## config.mk

```make
export PLATFORM = sky130hd
export DESIGN_NAME = line_segment_window_clip_top
export DESIGN_NICKNAME = d
export VERILOG_FILES = /design/src/hdl/lswc_pkg.sv /design/src/hdl/lswc_fifo.sv /design/src/hdl/lswc_front.sv /design/src/hdl/lswc_engine.sv /design/src/hdl/line_segment_window_clip_top.sv
export SDC_FILE = /design/constraint.sdc
export NUM_CORES = 2
export LEC_CHECK = 0
export ABC_AREA = 1
export BUFFER_PORTS_ARGS = -buffer_cell sky130_fd_sc_hd__buf_2
export CORE_MARGIN = 5
export CORE_UTILIZATION = 30
export DETAILED_ROUTE_END_ITERATION = 7
export PLACE_DENSITY = 0.43
export SLEW_MARGIN = 10
export SYNTH_ARGS = -nofsm -noshare
export SYNTH_HDL_FRONTEND = slang
export SYNTH_HIERARCHICAL = 1
export SYNTH_SLANG_ARGS = --single-unit
```

## constraint.sdc

```tcl
create_clock -name clk -period 17.2 [get_ports clk]
set_clock_uncertainty 0.05 [all_clocks]
set_input_delay 3.44 -clock clk [delete_from_list [all_inputs] [get_ports clk]]
set_output_delay 3.44 -clock clk [all_outputs]
set_load 0.005 [all_outputs]
```

## src/hdl/lswc_pkg.sv

```systemverilog
// Package with outcode type, outcode bits, register indexes and round limit.
`timescale 1ns / 1ps
package lswc_pkg;

  typedef logic [3:0] outcode_t;

  localparam outcode_t CODE_LEFT   = 4'b0001;
  localparam outcode_t CODE_RIGHT  = 4'b0010;
  localparam outcode_t CODE_BOTTOM = 4'b0100;
  localparam outcode_t CODE_TOP    = 4'b1000;

  localparam int CFG_INDEX_WIDTH = 2;
  typedef logic [CFG_INDEX_WIDTH-1:0] cfg_index_t;

  localparam cfg_index_t REG_LEFT   = 2'd0;
  localparam cfg_index_t REG_BOTTOM = 2'd1;
  localparam cfg_index_t REG_RIGHT  = 2'd2;
  localparam cfg_index_t REG_TOP    = 2'd3;

  localparam int ROUND_WIDTH = 3;
  localparam logic [ROUND_WIDTH-1:0] MAX_ROUNDS = 3'd4;

  // Builds an outcode from the four window compares.
  function automatic outcode_t make_code(input logic left_out, input logic right_out,
                                         input logic bottom_out, input logic top_out);
    outcode_t c;
    c = '0;
    if (left_out)   c = c | CODE_LEFT;
    if (right_out)  c = c | CODE_RIGHT;
    if (bottom_out) c = c | CODE_BOTTOM;
    if (top_out)    c = c | CODE_TOP;
    return c;
  endfunction

endpackage

```

## src/hdl/lswc_fifo.sv

```systemverilog
// Two-entry queue between the classifier front and the clipping engine.
`timescale 1ns / 1ps
module lswc_fifo #(
  parameter int WIDTH = 72
) (
  input  logic             clk,
  input  logic             rst_n,
  input  logic             wr_en,
  input  logic [WIDTH-1:0] wr_data,
  output logic             full,
  input  logic             rd_en,
  output logic [WIDTH-1:0] rd_data,
  output logic             empty
);
  logic [WIDTH-1:0] mem_r [2];
  logic             wr_ptr_r, wr_ptr_nxt;
  logic             rd_ptr_r, rd_ptr_nxt;
  logic [1:0]       count_r, count_nxt;

  assign full    = count_r == 2'd2;
  assign empty   = count_r == 2'd0;
  assign rd_data = mem_r[rd_ptr_r];

  always_comb begin
    wr_ptr_nxt = wr_ptr_r;
    rd_ptr_nxt = rd_ptr_r;
    count_nxt  = count_r;
    if (wr_en && !full) begin
      wr_ptr_nxt = ~wr_ptr_r;
      count_nxt  = count_nxt + 2'd1;
    end
    if (rd_en && !empty) begin
      rd_ptr_nxt = ~rd_ptr_r;
      count_nxt  = count_nxt - 2'd1;
    end
  end

  always_ff @(posedge clk) begin
    if (!rst_n) begin
      wr_ptr_r <= 1'b0;
      rd_ptr_r <= 1'b0;
      count_r  <= 2'd0;
    end else begin
      wr_ptr_r <= wr_ptr_nxt;
      rd_ptr_r <= rd_ptr_nxt;
      count_r  <= count_nxt;
    end
    if (wr_en && !full) begin
      mem_r[wr_ptr_r] <= wr_data;
    end
  end
endmodule

```

## src/hdl/lswc_front.sv

```systemverilog
// Front end: computes both endpoint outcodes and packs the queue entry.
`timescale 1ns / 1ps
module lswc_front #(
  parameter int COORD_WIDTH = 16
) (
  input  logic signed [COORD_WIDTH-1:0] start_x,
  input  logic signed [COORD_WIDTH-1:0] start_y,
  input  logic signed [COORD_WIDTH-1:0] end_x,
  input  logic signed [COORD_WIDTH-1:0] end_y,
  input  logic signed [COORD_WIDTH-1:0] win_left,
  input  logic signed [COORD_WIDTH-1:0] win_bottom,
  input  logic signed [COORD_WIDTH-1:0] win_right,
  input  logic signed [COORD_WIDTH-1:0] win_top,
  output logic [4*COORD_WIDTH+7:0]      entry
);
  import lswc_pkg::*;

  outcode_t code_start;
  outcode_t code_end;

  assign code_start = make_code(start_x < win_left, start_x > win_right,
                                start_y < win_bottom, start_y > win_top);
  assign code_end   = make_code(end_x < win_left, end_x > win_right,
                                end_y < win_bottom, end_y > win_top);

  assign entry = {start_x, start_y, end_x, end_y, code_start, code_end};
endmodule

```

## src/hdl/lswc_engine.sv

```systemverilog
// Clipping engine: edge selection, multiply, serial divide and result register.
`timescale 1ns / 1ps
module lswc_engine #(
  parameter int COORD_WIDTH = 16
) (
  input  logic                          clk,
  input  logic                          rst_n,
  input  logic [4*COORD_WIDTH+7:0]      entry,
  input  logic                          entry_empty,
  output logic                          entry_pop,
  input  logic signed [COORD_WIDTH-1:0] win_left,
  input  logic signed [COORD_WIDTH-1:0] win_bottom,
  input  logic signed [COORD_WIDTH-1:0] win_right,
  input  logic signed [COORD_WIDTH-1:0] win_top,
  output logic                          res_empty,
  input  logic                          res_pop,
  output logic                          res_visible,
  output logic signed [COORD_WIDTH-1:0] res_start_x,
  output logic signed [COORD_WIDTH-1:0] res_start_y,
  output logic signed [COORD_WIDTH-1:0] res_end_x,
  output logic signed [COORD_WIDTH-1:0] res_end_y
);
  import lswc_pkg::*;

  localparam int W  = COORD_WIDTH;
  localparam int W1 = COORD_WIDTH + 1;
  localparam int CW = $clog2(W1 + 1);

  typedef enum logic [2:0] {S_IDLE, S_CHECK, S_MUL, S_DIV, S_UPDATE} state_t;

  state_t                 state_r;
  logic signed [W-1:0]    x1_r, y1_r, x2_r, y2_r;
  outcode_t               c1_r, c2_r;
  logic [ROUND_WIDTH-1:0] round_r;
  logic signed [W-1:0]    edge_r, base_r;
  logic                   horiz_r, second_r;
  logic signed [W1-1:0]   dp_r, num_r, dq_r;
  logic [W1-1:0]          ud_r, rem_r, quo_r;
  logic                   neg_r;
  logic [CW-1:0]          cnt_r;
  logic                   valid_r;

  // Edge selection for the current round.
  outcode_t             cout;
  logic signed [W-1:0]  sel_edge, sel_base;
  logic signed [W1-1:0] sel_dp, sel_num, sel_dq;
  logic                 sel_horiz;
  logic signed [W1-1:0] dx, dy;

  assign dx   = W1'(x2_r) - W1'(x1_r);
  assign dy   = W1'(y2_r) - W1'(y1_r);
  assign cout = (c1_r != '0) ? c1_r : c2_r;

  always_comb begin
    sel_horiz = 1'b1;
    sel_edge  = win_top;
    sel_base  = x1_r;
    sel_dp    = dx;
    sel_dq    = dy;
    sel_num   = W1'(win_top) - W1'(y1_r);
    if ((cout & CODE_TOP) != '0) begin
      sel_edge = win_top;
    end else if ((cout & CODE_BOTTOM) != '0) begin
      sel_edge = win_bottom;
      sel_num  = W1'(win_bottom) - W1'(y1_r);
    end else if ((cout & CODE_RIGHT) != '0) begin
      sel_horiz = 1'b0;
      sel_edge  = win_right;
      sel_base  = y1_r;
      sel_dp    = dy;
      sel_dq    = dx;
      sel_num   = W1'(win_right) - W1'(x1_r);
    end else begin
      sel_horiz = 1'b0;
      sel_edge  = win_left;
      sel_base  = y1_r;
      sel_dp    = dy;
      sel_dq    = dx;
      sel_num   = W1'(win_left) - W1'(x1_r);
    end
  end

  // Magnitudes and product.
  logic [W1-1:0]   ua, ub, uc;
  logic [2*W1-1:0] prod;
  assign ua   = dp_r[W1-1]  ? W1'(-dp_r)  : W1'(dp_r);
  assign ub   = num_r[W1-1] ? W1'(-num_r) : W1'(num_r);
  assign uc   = dq_r[W1-1]  ? W1'(-dq_r)  : W1'(dq_r);
  assign prod = ua * ub;

  // One restoring division step.
  logic [W1:0] rem_sh, rem_sub;
  logic        ge;
  assign rem_sh  = {rem_r, quo_r[W1-1]};
  assign ge      = rem_sh >= {1'b0, ud_r};
  assign rem_sub = rem_sh - {1'b0, ud_r};

  // New crossing point.
  logic [W1-1:0]        q;
  logic signed [W1:0]   qs, sum;
  logic signed [W-1:0]  nc, nx, ny;
  outcode_t             ncode;
  assign q     = (ud_r == '0) ? '0 : quo_r;
  assign qs    = neg_r ? -$signed({1'b0, q}) : $signed({1'b0, q});
  assign sum   = (W1 + 1)'(base_r) + qs;
  assign nc    = sum[W-1:0];
  assign nx    = horiz_r ? nc : edge_r;
  assign ny    = horiz_r ? edge_r : nc;
  assign ncode = make_code(nx < win_left, nx > win_right, ny < win_bottom, ny > win_top);

  assign entry_pop   = (state_r == S_IDLE) && !entry_empty && !valid_r;
  assign res_empty   = !valid_r;

  always_ff @(posedge clk) begin
    if (!rst_n) begin
      state_r <= S_IDLE;
      valid_r <= 1'b0;
    end else begin
      if (valid_r && res_pop) begin
        valid_r <= 1'b0;
      end
      unique case (state_r)
        S_IDLE: begin
          if (entry_pop) begin
            {x1_r, y1_r, x2_r, y2_r, c1_r, c2_r} <= entry;
            round_r <= '0;
            state_r <= S_CHECK;
          end
        end
        S_CHECK: begin
          if (c1_r == '0 && c2_r == '0) begin
            valid_r     <= 1'b1;
            res_visible <= 1'b1;
            res_start_x <= x1_r;
            res_start_y <= y1_r;
            res_end_x   <= x2_r;
            res_end_y   <= y2_r;
            state_r     <= S_IDLE;
          end else if ((c1_r & c2_r) != '0 || round_r == MAX_ROUNDS) begin
            valid_r     <= 1'b1;
            res_visible <= 1'b0;
            res_start_x <= '0;
            res_start_y <= '0;
            res_end_x   <= '0;
            res_end_y   <= '0;
            state_r     <= S_IDLE;
          end else begin
            edge_r   <= sel_edge;
            base_r   <= sel_base;
            horiz_r  <= sel_horiz;
            second_r <= (c1_r == '0);
            dp_r     <= sel_dp;
            num_r    <= sel_num;
            dq_r     <= sel_dq;
            state_r  <= S_MUL;
          end
        end
        S_MUL: begin
          // The quotient fits W1 bits, so the upper half starts as the remainder.
          rem_r   <= prod[2*W1-1:W1];
          quo_r   <= prod[W1-1:0];
          ud_r    <= uc;
          neg_r   <= (dp_r[W1-1] ^ num_r[W1-1] ^ dq_r[W1-1]) && ua != '0 && ub != '0;
          cnt_r   <= CW'(W1);
          state_r <= S_DIV;
        end
        S_DIV: begin
          rem_r <= ge ? rem_sub[W1-1:0] : rem_sh[W1-1:0];
          quo_r <= {quo_r[W1-2:0], ge};
          cnt_r <= cnt_r - CW'(1);
          if (cnt_r == CW'(1)) begin
            state_r <= S_UPDATE;
          end
        end
        S_UPDATE: begin
          if (second_r) begin
            x2_r <= nx;
            y2_r <= ny;
            c2_r <= ncode;
          end else begin
            x1_r <= nx;
            y1_r <= ny;
            c1_r <= ncode;
          end
          round_r <= round_r + ROUND_WIDTH'(1);
          state_r <= S_CHECK;
        end
        default: state_r <= S_IDLE;
      endcase
    end
  end
endmodule

```

## src/hdl/line_segment_window_clip_top.sv

```systemverilog
// Top level of the Cohen-Sutherland line segment window clipper.
`timescale 1ns / 1ps
// Clips one segment per item against a window held in four registers and
// returns a visible flag with the clipped endpoints, one result per item.
// Items go through a two-entry queue to a single clipping engine that
// handles one segment at a time. A segment that is trivially accepted or
// rejected reaches the result register once the engine has popped it from
// the queue in S_IDLE and classified it in S_CHECK. Each clip round, of
// which there are at most four, has a classify step, a multiply step,
// COORD_WIDTH + 1 divide steps that each retire one quotient bit, and an
// update step. The result register frees only when the result item is
// popped, and the engine takes the next item from the queue in the cycle
// after that. Configuration writes are always ready and should be made
// while idle.
module line_segment_window_clip_top #(
  parameter int COORD_WIDTH = 16
) (
  input  logic                                 clk,
  input  logic                                 rst_n,
  input  logic                                 in_push,
  output logic                                 in_full,
  input  logic signed [COORD_WIDTH-1:0]        in_start_x,
  input  logic signed [COORD_WIDTH-1:0]        in_start_y,
  input  logic signed [COORD_WIDTH-1:0]        in_end_x,
  input  logic signed [COORD_WIDTH-1:0]        in_end_y,
  output logic                                 out_empty,
  input  logic                                 out_pop,
  output logic                                 out_visible,
  output logic signed [COORD_WIDTH-1:0]        out_clip_start_x,
  output logic signed [COORD_WIDTH-1:0]        out_clip_start_y,
  output logic signed [COORD_WIDTH-1:0]        out_clip_end_x,
  output logic signed [COORD_WIDTH-1:0]        out_clip_end_y,
  input  logic                                 cfg_valid,
  output logic                                 cfg_ready,
  input  lswc_pkg::cfg_index_t                 cfg_index,
  input  logic [COORD_WIDTH-1:0]               cfg_data
);
  import lswc_pkg::*;

  localparam int EW = 4 * COORD_WIDTH + 8;

  logic signed [COORD_WIDTH-1:0] win_left_r, win_bottom_r, win_right_r, win_top_r;
  logic [EW-1:0] front_entry, queue_entry;
  logic          queue_empty, queue_pop;

  assign cfg_ready = 1'b1;

  // Window registers reset to a 201 by 201 square around the origin.
  always_ff @(posedge clk) begin
    if (!rst_n) begin
      win_left_r   <= -COORD_WIDTH'(100);
      win_bottom_r <= -COORD_WIDTH'(100);
      win_right_r  <= COORD_WIDTH'(100);
      win_top_r    <= COORD_WIDTH'(100);
    end else if (cfg_valid && cfg_ready) begin
      unique case (cfg_index)
        REG_LEFT:   win_left_r   <= cfg_data;
        REG_BOTTOM: win_bottom_r <= cfg_data;
        REG_RIGHT:  win_right_r  <= cfg_data;
        REG_TOP:    win_top_r    <= cfg_data;
        default:    win_left_r   <= win_left_r;
      endcase
    end
  end

  lswc_front #(.COORD_WIDTH(COORD_WIDTH)) u_front (
    .start_x    (in_start_x),
    .start_y    (in_start_y),
    .end_x      (in_end_x),
    .end_y      (in_end_y),
    .win_left   (win_left_r),
    .win_bottom (win_bottom_r),
    .win_right  (win_right_r),
    .win_top    (win_top_r),
    .entry      (front_entry)
  );

  lswc_fifo #(.WIDTH(EW)) u_fifo (
    .clk     (clk),
    .rst_n   (rst_n),
    .wr_en   (in_push),
    .wr_data (front_entry),
    .full    (in_full),
    .rd_en   (queue_pop),
    .rd_data (queue_entry),
    .empty   (queue_empty)
  );

  lswc_engine #(.COORD_WIDTH(COORD_WIDTH)) u_engine (
    .clk         (clk),
    .rst_n       (rst_n),
    .entry       (queue_entry),
    .entry_empty (queue_empty),
    .entry_pop   (queue_pop),
    .win_left    (win_left_r),
    .win_bottom  (win_bottom_r),
    .win_right   (win_right_r),
    .win_top     (win_top_r),
    .res_empty   (out_empty),
    .res_pop     (out_pop),
    .res_visible (out_visible),
    .res_start_x (out_clip_start_x),
    .res_start_y (out_clip_start_y),
    .res_end_x   (out_clip_end_x),
    .res_end_y   (out_clip_end_y)
  );
endmodule

```

* Yosys cells after proc, flatten, opt, wreduce, memory -nomap -nowiden
Memories as Yosys holds them, arrays and structs flattened. A register that Yosys moved wholly into a read port is not among the register bits.
Index checks and enable logic that the tools add are counted.
** Word-level totals
- Register bits after elaboration :: 354
- Memories :: 1
- Logic and storage cells :: 201
- RAM bits :: 144
** Cells by class
- Reduce and logical (&&, ||, !) cells :: 37
- $add $sub $neg :: 16
- Bitwise operators :: 7
- Equal/unequal tests :: 14
- Muxes and demuxes :: 78
- Multiply operators :: 1
- Order comparisons :: 13
** Memory list
- u_fifo.mem_r :: depth 2, width 72, rd ports 1, clocked after memory_dff 1, write ports 1, line lswc_fifo.sv:15 : logic [WIDTH-1:0] mem_r [2];
** Operators with widths (count)
- $mux W16 :: 23
- $mux W17 :: 10
- $pmux W16 S2 :: 4
- $sub A16 B16 Y17 :: 6
- $gt A16 B16 Y1 :: 6
- $lt A16 B16 Y1 :: 6
- $pmux W17 S2 :: 2
- $neg A17 Y17 :: 3
- $mul A17 B17 Y34 :: 1
- $reduce_bool A17 Y1 :: 2
- $mux W4 :: 8
- $mux W3 :: 7
- $ge A18 B17 Y1 :: 1
- $logic_not A17 Y1 :: 1
- $sub A17 B17 Y17 :: 1
- $add A16 B16 Y16 :: 1
- $neg A16 Y16 :: 1
- $pmux W4 S2 :: 2
- $pmux W3 S5 :: 1
- $reduce_and A2 Y1 :: 7
- $mux W1 :: 13
- $mux W2 :: 6
- $reduce_and A4 Y1 :: 3
- $pmux W5 S2 :: 1
- 25 further kinds :: 50

* Longest topological paths before layout
- Word-level depth :: 13
- Depth in mapped cells :: 36
- Depth with buffers taken out :: 35

* By module
Netlist, hierarchy kept.
** Modules (own cells, without submodules)
- lswc_engine :: area each 30534.3 µm², cells each 3830, times used 1
- lswc_fifo :: area each 5794.3 µm², cells each 260, times used 1
- lswc_front :: area each 3671.0 µm², cells each 567, times used 1
- line_segment_window_clip_top :: area each 2570.0 µm², cells each 359, times used 1

* Least setup slack after synthesis
Ideal clock, no wire load.
- Path type :: input port to flip-flop
- Start :: input rst_n
- End :: register u_engine.base_r[0] (enable)
- Setup time :: 0.529 ns
- Path buffers :: 0
- Cell stages on the path :: 2
- Slack :: 9.552 ns
- Arrival :: 7.068 ns
- Cell sequence :: inv_1 > nor2_1
** Between the ends
- Cells in the longest elaborated chain, start to end :: 1
** RTL lines
- start: declaration :: line line_segment_window_clip_top.sv:19 : input logic rst_n,
- $reduce_and A4 Y1 (no source line)
- end signal: assignment :: line lswc_engine.sv:149 : base_r <= sel_base;
- end: declaration :: line lswc_engine.sv:35 : logic signed [W-1:0] edge_r, base_r;
No other way between the ends.
A chain may end at the register's enable or synchronous reset.

* Worst setup path in the final report
- Start :: register u_engine.num_r[0]
- End :: register u_engine.rem_r[8], data pin
** Between the ends
- Cells in the longest elaborated chain, start to end :: 4
** RTL lines
- start: declaration :: line lswc_engine.sv:37 : logic signed [W1-1:0] dp_r, num_r, dq_r;
- start signal: assignment :: line lswc_engine.sv:153 : num_r <= sel_num;
- $neg A17 Y17 :: line lswc_engine.sv:87 : assign ub = num_r[W1-1] ? W1'(-num_r) : W1'(num_r);
- $mux W17 (*) :: line lswc_engine.sv:87
- $mul A17 B17 Y34 (*) :: line lswc_engine.sv:89 : assign prod = ua * ub;
- $pmux W17 S2 (*) :: line lswc_engine.sv:122 : unique case (state_r)
- end signal: assignment :: line lswc_engine.sv:160 : rem_r <= prod[2*W1-1:W1];
- end signal: assignment :: line lswc_engine.sv:168 : rem_r <= ge ? rem_sub[W1-1:0] : rem_sh[W1-1:0];
- end: declaration :: line lswc_engine.sv:38 : logic [W1-1:0] ud_r, rem_r, quo_r;
Every way passes the cells marked *; elsewhere a longest branch is shown, timed or not.

==> metrics <==
status=completed; RR Endpoint=u_engine/rem_r[8]; synth-to-layout area growth=10.1%; TNS Setup=0 ns; HPWL after DPL=119 mm; initial antenna violation count=7; number of post-CTS setup repair buffers=0; Setup CP Type=reg -> reg; crit-path leading delay family=adder cells; max_slew headroom=between 20% and 30%; Root Driver=clkbuf_16; R2R cell count=31; router iterations before antenna repair=5; Synth area leader=edfxtp_1; Initial Util=between 30 and 40%; Synth Area per Inst=around 8.5 um^2; Detailed Route WL=150 mm; slowest CP cell=xor2_2; # rows=~140; post-cts sizing count=0; clock sink total=499; share of cells above drive strength 1=under 10%; Yosys cell types=67; crit-path max FO=17; GRT Residual Overflow=0; vias in the first global route=about 33000; DR iter-0 viols=approximately 2400; global-route wire length before repair=about 220 mm; FF-to-FF setup slack=8.91 ns; Worst setup SP type=register; Fin. Hold Viols=0; cell area after synthesis=42600 um^2; H-tree level count=2; detailed-route via count=33450; Longest Clk Path Bufs=3; Final min period=8.29 ns; unrepaired setup endpoints after global routing=no; largest net degree at the start of global routing=between 80 and 90; Critical Path AT=approximately 8.6 ns; CTS clk-pin slew, worst paths=roughly 0.06 ns; Yosys top cell area share=30.1%; Detail Route Antenna Nets=0; core region area=between 100000 and 150000 um^2; worst-margin pin slew=between 1 and 1.5 ns; post-synthesis sequential area ratio=roughly a third; main flop type after synthesis=edfxtp_1; total track usage=19.5%; Die Wd=387 um; CP Buf/Inv Count=7; WP data required=around 18 ns; Routed wire per std cell=21.4 um; most frequent cell after synthesis=nand2_1; cts hold-fix bufs=0; Reg2Reg Launch Point=u_engine/num_r[0]; hold path depth=2; max-cap violations=0; # nets final=between 5000 and 6000; synth top area cells=edfxtp_1 (30%), ha_1 (12%), fa_1 (11%); gp weighted congestion=0.897; CTS tree=yes; Inserted Diodes=0; fraction of registers with async set/reset=0%; IO Count=155; Slowest Stage Delay on Critical Path=0.82 ns; Hold Startpoint=u_fifo/rd_ptr_r; Final period util=between 40% and 50%; Syn Inst Count=approximately 5000; Clock Latency Late Sink=~0.70 ns; # port buffers=between 150 and 200; Final Setup Violations=0; Max Slew Vio Count=0; worst hold path class=reg -> reg; Net Count, Synth=about 5800; number of remaining DRC errors=0; Critical Path End Type=register; Layout fillers=roughly 15000; TritonCTS Buffers=59; post-synthesis register bit count=~500; Syn. warnings=6; Max Fclk=roughly 120 MHz; EDFF count, synth=approximately 430; Via density=roughly 4.8; Die ar.=~150000 um^2; most frequent cells after synthesis=nand2_1 (1146), inv_1 (865), nor2_1 (433), edfxtp_1 (426), ha_1 (418); die height=387 um
==> state kept, by name, summed over array words and instances (netlist names), 17 cells and up, named ones only <==
| register | count |
|---|---|
| u_engine/rem_r | 17 |
| u_fifo/mem_r | 144 |
| u_engine/ud_r | 17 |
| u_engine/dp_r | 17 |
| u_engine/dq_r | 17 |
| u_engine/num_r | 17 |
| u_engine/quo_r | 17 |
==> worst max path at each step <==
stage                           start            endpoint  cells after the start
floorplan                       rst_n  u_engine/base_r[0]                      2
global placement     u_engine/dp_r[0]   u_engine/rem_r[6]                     31
detailed placement  u_engine/num_r[0]   u_engine/rem_r[8]                     29
CTS                  u_engine/dp_r[0]   u_engine/rem_r[9]                     31
global route         u_engine/dp_r[0]   u_engine/rem_r[9]                     31
finish              u_engine/num_r[0]   u_engine/rem_r[8]                     31
==> final cells by class <==
type	count	area [um^2]	share of cell area [%]
Clock buffer	75	1590	3.39
Clock inverter	36	453	0.966
Inverter	881	3310	7.05
Multi-Input combinational cell	3442	23900	51.0
Sequential cell	499	14300	30.4
Tap cell	1890	2360	5.04
Timing Repair Buffer	186	1010	2.16
==> kinds of logic (layout without fill, tap and decap cells) <==
logic type               Yosys count  after routing  synth area share [%]
XOR/XNOR                         120            120                  2.49
AO/OA/AOI/OAI                    649            649                  8.87
other                              1              1               0.00881
multiplexers                      72             72                  2.52
adder cells (fa/ha/maj)          649            649                  23.1
flip-flops                       499            499                  33.5
AND/OR/NAND/NOR                 1951           1951                  18.9
buffers and inverters           1075           1178                  10.6
==> tightest hold or removal path: stages, from the launching register on <==
cell	delay, ns
dfxtp_1	0.29
inv_1	0.07
a21oi_1	0.06
==> through the flow <==
stage	setup slack (ns)	hold WS, ns	utilization (%)	cells	instance area, um^2
after floorplan	9.55	0.397	-	5016	42600
final	8.91	0.419	33.2	7009	46900
after global placement	8.97	0.393	31.7	6898	44800
after global routing	8.32	0.452	33.2	7009	46900
after CTS	8.90	0.422	33.2	7009	46900
after detailed placement	8.89	0.411	31.7	6898	44800
==> metal layers <==
layer  up-vias  track usage [%]  routed length (um)
met5         -                0                  40
met4         8             8.53                7420
met3       214             2.11                6020
met2       769             32.6               69700
met1     16112             25.7               66700
li1      16347                -                   -
==> cell usage in the layout (no fill, tap or decap), types with 9 or more instances in the layout <==
| cell | instances |
|---|---|
| nand3b_1 | 13 |
| o21ai_1 | 15 |
| mux2_4 | 70 |
| nand2_1 | 1146 |
| nor2_4 | 9 |
| o21ai_0 | 211 |
| buf_2 | 153 |
| o21bai_1 | 21 |
| o211ai_1 | 13 |
| o221ai_1 | 20 |
| a31oi_1 | 15 |
| dfxtp_1 | 72 |
| buf_4 | 33 |
| xor2_1 | 70 |
| inv_2 | 10 |
| nor4_1 | 11 |
| edfxtp_1 | 426 |
| a21o_1 | 29 |
| nor3_1 | 41 |
| or2_2 | 9 |
| a21oi_1 | 247 |
| xnor2_1 | 49 |
| clkinv_1 | 12 |
| clkbuf_1 | 12 |
| ha_1 | 418 |
| nand3_1 | 203 |
| nand4_1 | 60 |
| o21a_1 | 18 |
| o31ai_1 | 12 |
| clkbuf_16 | 60 |
| fa_1 | 231 |
| nor2_1 | 424 |
| inv_1 | 864 |
Power is left out: the tool's default activity adds up to more than one toggle a clock period on the data nets, which glitch-free logic cannot reach.
